[src/rtl/u8d_pkg.sv]
package u8d_pkg;

	localparam int unsigned CpW   = 21;
	localparam int unsigned UsedW = 3;
	localparam int unsigned AvW   = 3;
	localparam int unsigned Lanes = 4;

	localparam logic [CpW-1:0]   REPL_CHAR = 21'h00FFFD;
	localparam logic [CpW-1:0]   CP_MAX    = 21'h10FFFF;
	localparam logic [UsedW-1:0] USED_NONE = 3'd0;
	localparam logic [UsedW-1:0] USED_ONE  = 3'd1;
	localparam logic [UsedW-1:0] USED_TWO  = 3'd2;
	localparam logic [UsedW-1:0] USED_THR  = 3'd3;
	localparam logic [UsedW-1:0] USED_FOUR = 3'd4;

	// per-byte classification, one per lane
	typedef struct packed {
		logic       is_cont;
		logic       is_ascii;
		logic       lead2;
		logic       lead3;
		logic       lead4;
		logic [5:0] payload;
	} lane_info_t;

endpackage

[src/rtl/u8d_lane.sv]
module u8d_lane (
	input  logic [7:0]          data_byte,
	output u8d_pkg::lane_info_t info
);
	import u8d_pkg::*;

	always_comb begin
		info.is_cont  = (data_byte[7:6] == 2'b10);
		info.is_ascii = ~data_byte[7];
		info.lead2    = (data_byte[7:5] == 3'b110);
		info.lead3    = (data_byte[7:4] == 4'b1110);
		info.lead4    = (data_byte[7:3] == 5'b11110);
		info.payload  = data_byte[5:0];
	end

endmodule

[src/rtl/u8d_merge.sv]
module u8d_merge (
	input  u8d_pkg::lane_info_t [3:0]         lanes,
	input  logic [7:0]                        lead_byte,
	input  logic [7:0]                        second_byte,
	input  logic [u8d_pkg::AvW-1:0]           bytes_available,
	output logic [u8d_pkg::CpW-1:0]           code_point,
	output logic [u8d_pkg::UsedW-1:0]         bytes_consumed
);
	import u8d_pkg::*;

	logic [CpW-1:0] v2, v3, v4;
	logic           ok2, ok3, ok4;

	always_comb begin
		v2 = {10'd0, lead_byte[4:0], lanes[1].payload};
		v3 = {5'd0, lead_byte[3:0], lanes[1].payload, lanes[2].payload};
		v4 = {lead_byte[2:0], lanes[1].payload, lanes[2].payload, lanes[3].payload};

		ok2 = (lead_byte >= 8'hC2) && lanes[1].is_cont;

		ok3 = lanes[1].is_cont && lanes[2].is_cont;
		if (lead_byte == 8'hE0 && !(second_byte inside {[8'hA0:8'hBF]}))
			ok3 = 1'b0;
		if (lead_byte == 8'hED && second_byte > 8'h9F)
			ok3 = 1'b0;

		ok4 = lanes[1].is_cont && lanes[2].is_cont && lanes[3].is_cont;
		if (lead_byte > 8'hF4)
			ok4 = 1'b0;
		if (lead_byte == 8'hF0 && !(second_byte inside {[8'h90:8'hBF]}))
			ok4 = 1'b0;
		if (lead_byte == 8'hF4 && second_byte > 8'h8F)
			ok4 = 1'b0;
		// reject surrogates and anything past the last plane
		if (v4[20:11] == 10'h01B || v4 > CP_MAX)
			ok4 = 1'b0;

		code_point     = REPL_CHAR;
		bytes_consumed = USED_ONE;
		if (lanes[0].is_ascii) begin
			code_point = {13'd0, lead_byte};
		end else if (lanes[0].lead2) begin
			if (bytes_available >= 3'd2) begin
				bytes_consumed = USED_TWO;
				if (ok2)
					code_point = v2;
			end
		end else if (lanes[0].lead3) begin
			if (bytes_available >= 3'd3) begin
				bytes_consumed = USED_THR;
				if (ok3)
					code_point = v3;
			end
		end else if (lanes[0].lead4) begin
			if (bytes_available >= 3'd4) begin
				bytes_consumed = USED_FOUR;
				if (ok4)
					code_point = v4;
			end
		end else begin
			code_point     = '0;
			bytes_consumed = USED_NONE;
		end
	end

endmodule

[src/rtl/utf8_char_decoder_core.sv]
// Stage 1 registers an accepted word; stage 2 holds its result word on m_tvalid.
// Throughput: one word per cycle unless m_tready stalls the output; four byte lanes
// classify in stage 1 and the merge stage assembles the code point in stage 2.
// Reset: arst_n asynchronously clears both stage valid flags; payload is not reset.
// s_tready follows m_tready while both stages hold words.
module utf8_char_decoder_core (
	input  logic        clk,
	input  logic        arst_n,
	input  logic        s_tvalid,
	output logic        s_tready,
	// lead_byte[7:0], second_byte[15:8], third_byte[23:16], fourth_byte[31:24],
	// bytes_available[34:32], zero fill[39:35]
	input  logic [39:0] s_tdata,
	output logic        m_tvalid,
	input  logic        m_tready,
	// code_point[20:0], bytes_consumed[23:21]
	output logic [23:0] m_tdata
);
	import u8d_pkg::*;

	lane_info_t [Lanes-1:0] lanes;
	lane_info_t [Lanes-1:0] lanes_s1;
	logic [7:0]             lead_s1;
	logic [7:0]             second_s1;
	logic [AvW-1:0]         avail_s1;
	logic                   valid_s1;
	logic                   out_valid_q;
	logic [23:0]            out_data_q;
	logic [CpW-1:0]         cp;
	logic [UsedW-1:0]       used;
	logic                   adv_s2;
	logic                   adv_s1;

	for (genvar i = 0; i < Lanes; i++) begin : g_lane
		u8d_lane u_lane (
			.data_byte (s_tdata[8*i +: 8]),
			.info      (lanes[i])
		);
	end

	u8d_merge u_merge (
		.lanes           (lanes_s1),
		.lead_byte       (lead_s1),
		.second_byte     (second_s1),
		.bytes_available (avail_s1),
		.code_point      (cp),
		.bytes_consumed  (used)
	);

	assign adv_s2   = !out_valid_q || m_tready;
	assign adv_s1   = !valid_s1 || adv_s2;
	assign s_tready = adv_s1;
	assign m_tvalid = out_valid_q;
	assign m_tdata  = out_data_q;

	always_ff @(posedge clk or negedge arst_n) begin
		if (!arst_n) begin
			valid_s1    <= 1'b0;
			out_valid_q <= 1'b0;
		end else begin
			if (adv_s1)
				valid_s1 <= s_tvalid;
			if (adv_s2)
				out_valid_q <= valid_s1;
		end
	end

	always_ff @(posedge clk) begin
		if (adv_s1 && s_tvalid) begin
			lanes_s1  <= lanes;
			lead_s1   <= s_tdata[7:0];
			second_s1 <= s_tdata[15:8];
			avail_s1  <= s_tdata[34:32];
		end
		if (adv_s2 && valid_s1)
			out_data_q <= {used, cp};
	end

endmodule

[config.mk]
export PLATFORM = sky130hd
export DESIGN_NAME = utf8_char_decoder_core
export DESIGN_NICKNAME = d
export VERILOG_FILES = /design/src/rtl/u8d_pkg.sv /design/src/rtl/u8d_lane.sv /design/src/rtl/u8d_merge.sv /design/src/rtl/utf8_char_decoder_core.sv
export SDC_FILE = /design/constraint.sdc
export NUM_CORES = 1
export LEC_CHECK = 0
export ABC_AREA = 0
export BUFFER_PORTS_ARGS = -buffer_cell sky130_fd_sc_hd__buf_2
export CAP_MARGIN = 20
export CELL_PAD_IN_SITES_DETAIL_PLACEMENT = 2
export CELL_PAD_IN_SITES_GLOBAL_PLACEMENT = 2
export CORE_MARGIN = 4
export CORE_UTILIZATION = 35
export CTS_CLUSTER_DIAMETER = 50
export DETAILED_ROUTE_END_ITERATION = 10
export MAX_ROUTING_LAYER = met4
export PLACE_DENSITY_LB_ADDON = 0.1
export SETUP_SLACK_MARGIN = 0.15
export SYNTH_ARGS = -nofsm -noshare
export SYNTH_HDL_FRONTEND = slang
export SYNTH_SLANG_ARGS = --single-unit
[constraint.sdc]
create_clock -name clk -period 2.7 [get_ports clk]
set_clock_uncertainty 0.2 [all_clocks]
set_input_delay 0.27 -clock clk [delete_from_list [all_inputs] [get_ports clk]]
set_output_delay 0.27 -clock clk [all_outputs]
set_load 0.01 [all_outputs]
# ---- Yosys cells after proc, flatten, opt, wreduce, memory -nomap -nowiden
# Index checks and enable logic that the tools add are counted.
# Widths: inputs -> output; s select.
dict set report op_classes {
  addsub 0
  multipliers 0
  div_mod_pow 0
  n_lt_le_gt_ge 11
  n_eq_ne 11
  n_shift 0
  muxes 22
  bitwise 1
  n_reduce_logical 18
}
# cell count
set op_table {}
lappend op_table {{$mux 21} 7}
lappend op_table {{$eq 8x8->1 const B} 4}
lappend op_table {{$mux 16} 2}
lappend op_table {{$ge 8x8->1 const B} 3}
lappend op_table {{$gt 8x8->1 const B} 3}
lappend op_table {{$gt 21x21->1 const B} 1}
lappend op_table {{$mux 3} 4}
lappend op_table {{$logic_and 1x1->1} 11}
lappend op_table {{$eq 10x5->1 const B} 1}
lappend op_table {{$le 8x8->1 const B} 1}
lappend op_table {{$mux 8} 1}
lappend op_table {{$eq 2x2->1 const B} 3}
lappend op_table {{$ge 3x2->1 const B} 2}
lappend op_table {{$mux 1} 6}
lappend op_table {{$eq 5x5->1 const B} 1}
lappend op_table {{$eq 4x4->1 const B} 1}
lappend op_table {{$logic_not 1->1} 4}
lappend op_table {{$mux 2} 2}
lappend op_table {{$eq 3x3->1 const B} 1}
lappend op_table {{$ge 3x3->1 const B} 1}
lappend op_table {{$logic_or 1x1->1} 3}
lappend op_table {{$not 1->1} 1}
dict set report totals {
  ff_bits 70
  latch_bits 0
  ramBits 0
  mem_bits_ro 0
  in_bits 44
  out_inout_bits 26
  wordCells 80
  n_memories 0
}

# ---- Longest topological paths before layout
dict set report depth {
  depth_word 13
  ltp_mapped 7
}

# ---- Cells and area by module
# Synthesis repeated with hierarchy kept, for this count alone.
dict set report unflattened {
  hier_cells 296
  hier_area_um2 3990.1
}
# module instances cells_per_inst area_per_inst_um2 seq_area_each_um2
set modules_own_cells {}
lappend modules_own_cells {utf8_char_decoder_core 1 95 2716.4 2662.6}
lappend modules_own_cells {u8d_merge 1 149 928.4 0.0}
lappend modules_own_cells {u8d_lane 4 13 86.3 0.0}

# ---- Least setup slack after synthesis
# OpenSTA, ideal clock, no wires.
dict set report synth_timing {
  path_kind {register -> register}
  startpoint {register out_valid_q, in the netlist m_tvalid}
  endpoint {register avail_s1[0], enable pin}
  setup_ns 0.399
  t_arrival_ns 1.555
  slack_ns 0.546
  path_stages_with_launch 3
  synth_period_minus_slack_ns 2.154
  path_cell_list {dfrtp_1 nand3b_1 and2_1}
}
dict set report synth_between {
  elab_chain_cells 4
}
# item line_no
set synth_rtl {}
lappend synth_rtl {{start: declaration} utf8_char_decoder_core.sv:27} ;# logic out_valid_q;
lappend synth_rtl {{start signal: assignment} utf8_char_decoder_core.sv:64} ;# out_valid_q <= valid_s1;
lappend synth_rtl {{$logic_not 1->1} utf8_char_decoder_core.sv:50} ;# assign adv_s2 = !out_valid_q || m_tready;
lappend synth_rtl {{$logic_or 1x1->1} utf8_char_decoder_core.sv:50}
lappend synth_rtl {{$logic_or 1x1->1} utf8_char_decoder_core.sv:51} ;# assign adv_s1 = !valid_s1 || adv_s2;
lappend synth_rtl {{net s_tready} utf8_char_decoder_core.sv:10} ;# output logic s_tready,
lappend synth_rtl {{$logic_and 1x1->1} utf8_char_decoder_core.sv:69} ;# if (adv_s1 && s_tvalid) begin
lappend synth_rtl {{end signal: assignment} utf8_char_decoder_core.sv:73} ;# avail_s1 <= s_tdata[34:32];
lappend synth_rtl {{end: declaration} utf8_char_decoder_core.sv:25} ;# logic [AvW-1:0] avail_s1;
# The timed path passes the listed nets, and every way through them passes these cells.
# A chain may end at the register's enable or synchronous reset.

# ---- Worst setup path after layout
dict set report layout_timing {
  startpoint {register lead_s1[0]}
  endpoint {register out_data_q[0], in the netlist m_tdata[0] (data pin)}
}
dict set report layout_between {
  elab_chain_cells 11
  word_cells_on_any_way 30
}
# item line_no
set layout_rtl {}
lappend layout_rtl {{start: declaration} utf8_char_decoder_core.sv:23} ;# logic [7:0] lead_s1;
lappend layout_rtl {{start signal: assignment} utf8_char_decoder_core.sv:71} ;# lead_s1 <= s_tdata[7:0];
lappend layout_rtl {{$gt 8x8->1 / $eq 8x8->1 (equally long branches)} {u8d_merge.sv:28, u8d_merge.sv:30}}
lappend layout_rtl {{$mux 1 / $logic_and 1x1->1 (equally long branches)} {u8d_merge.sv:28, u8d_merge.sv:30}}
lappend layout_rtl {{$mux 1} u8d_merge.sv:30} ;# if (lead_byte == 8'hF0 && !(second_byte inside {[8'h90:8'hBF]}))
lappend layout_rtl {{$mux 1} u8d_merge.sv:32} ;# if (lead_byte == 8'hF4 && second_byte > 8'h8F)
lappend layout_rtl {{$mux 1} u8d_merge.sv:35} ;# if (v4[20:11] == 10'h01B || v4 > CP_MAX)
lappend layout_rtl {{$mux 21} u8d_merge.sv:57} ;# if (ok4)
lappend layout_rtl {{$mux 21} u8d_merge.sv:55} ;# if (bytes_available >= 3'd4) begin
lappend layout_rtl {{$mux 21} u8d_merge.sv:54} ;# end else if (lanes[0].lead4) begin
lappend layout_rtl {{$mux 21} u8d_merge.sv:48} ;# end else if (lanes[0].lead3) begin
lappend layout_rtl {{$mux 21} u8d_merge.sv:42} ;# end else if (lanes[0].lead2) begin
lappend layout_rtl {{$mux 8 *} u8d_merge.sv:40} ;# if (lanes[0].is_ascii) begin
lappend layout_rtl {{net cp[0]} utf8_char_decoder_core.sv:29} ;# logic [CpW-1:0] cp;
lappend layout_rtl {{end signal: assignment} utf8_char_decoder_core.sv:76} ;# out_data_q <= {used, cp};
lappend layout_rtl {{end: declaration} utf8_char_decoder_core.sv:28} ;# logic [23:0] out_data_q;
# Mark *: on every way through the listed nets, which the timed path passes. The rest lies on a longest branch.

==> results.py <==
metrics = {
    "timing": {
        "fmax_ghz": 0.431,
        "worst_pin_slew_ns": 0.795,
        "finalMaxSlewViolations": 0,
        "timing.slew.headroom_pct": 47.0,
        "setup_viol": 0,
        "min_period_ns": 2.32,
        "hold_viol": 0,
        "finalCritPeriodShare_pct": 85.9,
        "finalSetupTns_ns": 0,
        "rsz0062_at_grt": "false",
    },
    "setup_path": {
        "crit_required_ns": 2.57,
        "arrival_ns": 2.19,
        "worstPathMaxFanout": 10,
        "r2r_end": "m_tdata[0]",
        "r2r_slack_ns": 0.38,
        "path_class": "reg -> reg",
        "reg2reg_from": "lead_s1[0]",
        "reg2regPathDepth": 4,
        "critPathLaunchType": "flip-flop",
        "end_kind": "flip-flop",
    },
    "synthesis": {
        "ys_warn_count": 0,
        "synth_edf_count": 62,
        "synth-seq-cells": 64,
        "postSynthCellCount": 210,
        "synth_ff_type": "edfxtp_1",
        "yosys.area.top_type": "edfxtp_1",
        "synth.most_common_cell": "edfxtp_1",
        "yosysTopAreaCellShare_pct": 65.6,
        "syn_avg_cell_area_um2": 13.5,
        "synth.top_cells.by_count": "62 x edfxtp_1, 13 x nand2_1, 12 x nor2_1",
        "synth_cell_types": 47,
        "synth_fp_nets": 254,
        "syn_area_um2": 2840,
        "synthArstFlopShare_pct": 3.13,
        "seq_area_frac_synth_pct": 67.4,
        "netlist_top_cells_area": "edfxtp_1 66%, a22oi_1 1.9%, o31ai_1 1.9%",
    },
    "grt": {
        "grtUsageTotal_pct": 18.3,
        "grt_pass1_vias": 2484,
        "grt_max_degree": 39,
        "grt_pass1_wl_um": 13000,
        "met3_usage_pct": 2.86,
        "met1_usage_pct": 20.9,
        "grt_overflow_total": 0,
        "antenna_found_initial": 0,
        "use_met2_pct": 32.3,
        "grt-busiest-layer": "met2",
    },
    "pwr": {
        "total_power_uw": 2250,
        "ir_drop_mv": 0.295,
        "powerDensity_nw_per_um2": 587,
        "p_leak_uw": 0.00146,
    },
    "route": {
        "vias": 2260,
        "wl_per_cell_um": 19.1,
        "totalWireLength_um": 8120,
        "final_antenna_net_count": 0,
        "drc": 0,
        "vias_per_cell": 5.32,
        "drt_pass1_iterations": 5,
        "drtIter0Drc": 126,
    },
    "worst_hold_path": {
        "hold-path-endpoint": "m_tvalid",
        "worstHoldStart": "m_tready",
        "hold_path.class": "in -> reg",
        "hold_depth": 3,
    },
    "layout": {
        "multi_input_area_um2": 855,
        "fin_nets": 362,
        "fillers": 783,
        "final_core_util_pct": 49.0,
        "n_antenna_cell": 0,
        "synthToLayoutAreaGrowth_pct": 34.7,
        "seq_area_um2": 1910,
        "drive_gt1_share_pct": 29.7,
    },
    "clock_network": {
        "cts_sinks": 64,
        "htreeDepth": 3,
        "cts_buffers": 9,
        "path_clk_slew_ns": 0.07,
        "cts_setup_buffers": 0,
        "clock_latency_ns": 0.34,
        "cts_tree": "yes",
        "cts_root_buffer": "clkbuf_8",
        "cts_buffer_depth": 2,
    },
    "floorplanning": {
        "dieHeight_um": 98.0,
        "num_io_pins": 70,
        "rows": 32,
        "dieWidth_um": 98.0,
        "design.core.area_um2": 7810,
        "die_area_um2": 9610,
        "initial_utilization_pct": 36.3,
    },
    "status": {
        "status": "finished, final reports clean",
    },
    "run": {
        "drv_cap": 0,
    },
    "placed_design": {
        "routabilityCongestion": 0.776,
        "numPortBuffers": 64,
        "dp_hpwl_um": 5600,
    },
}
[worst max-delay path, stage by stage (launching register included)]
cell and delay (ns):
edfxtp_1 0.54, nor4_2 0.41, o211ai_2 0.33, nor4_1 0.41
o22ai_1 0.16
[cells by family (layout without fill, tap and decap cells)]
kind of cell | after synthesis | count (layout) | synth area share (%)
compound gates | 51 | 51 | 13.7
flops | 64 | 64 | 67.4
simple gates | 78 | 78 | 16.1
buf+inv | 16 | 129 | 2.51
mux | 1 | 1 | 0.353
[cells in the final DEF, fill, tap and decap left out, drive strengths merged, types with 3 or more instances in the layout]
cell and instances:
nand3 8, nand3b 3, and3 7, inv 6, clkbuf 13, nor2b 5, nor3 8, edfxtp 62
a21oi 6, nand2b 3, o21ai 9, and2 4, nand4 7, a222oi 4, dlygate4sd3 35, nand2 13
o31ai 7, buf 72, a22oi 7, nor2 14
[power breakdown]
part           switching, uW  total [uW]  internal, uW
Sequential              51.2        1230          1180
Clock                    354         735           381
Combinational            148         278           130
[cell type report]
class / count / share of cell area [%]
Clock buffer: 13 / 4.16
Multi-Input combinational cell: 130 / 22.3
Sequential cell: 64 / 50.0
Tap cell: 102 / 3.34
Timing Repair Buffer: 107 / 19.1
Inverter: 6 / 0.589
Clock inverter: 3 / 0.458
[per-layer routing]
metal,part of all wire [%],up-vias
li1,-,1058
met1,42,1137
met2,53,55
met3,3.7,10
met4,1.5,0
met5,0,-
[timing repair]
action / 4_1_cts / 5_1_grt
setup endpoints to repair: 0 / 0
resized for setup: 0 / 0
endpoints found under the hold margin: 37 / 0
hold buffers: 35 / 0
[sequential cells by signal, indices dropped and copies added (netlist names)]
signal     count
lanes_s1      24
m_tvalid       1
valid_s1       1
second_s1      3
lead_s1        8
m_tdata       24
avail_s1       3
[worst max-delay path by stage]
stage | startpoint | end | slack (ns)
final | lead_s1[0] | m_tdata[0] | 0.38
after global routing | lead_s1[0] | m_tdata[0] | 0.26
after detailed placement | lead_s1[0] | m_tdata[0] | 0.41
after CTS | lead_s1[0] | m_tdata[0] | 0.39
after floorplan | m_tvalid | avail_s1[0] | 0.55
after global placement | second_s1[5] | m_tdata[1] | 0.49
[stage by stage]
step / instances / hold slack, ns / area [um2] / setup slack, ns
detailed placement: 374 / -0.139 / 3300 / 0.413
CTS: 425 / 0.0211 / 3820 / 0.386
global placement: 374 / -0.143 / 3300 / 0.493
finish: 425 / 0.0290 / 3820 / 0.382
floorplan: 210 / -0.226 / 2840 / 0.546
global route: 425 / 0.0581 / 3820 / 0.257
No activity file was read; power rests on OpenSTA's default activity.
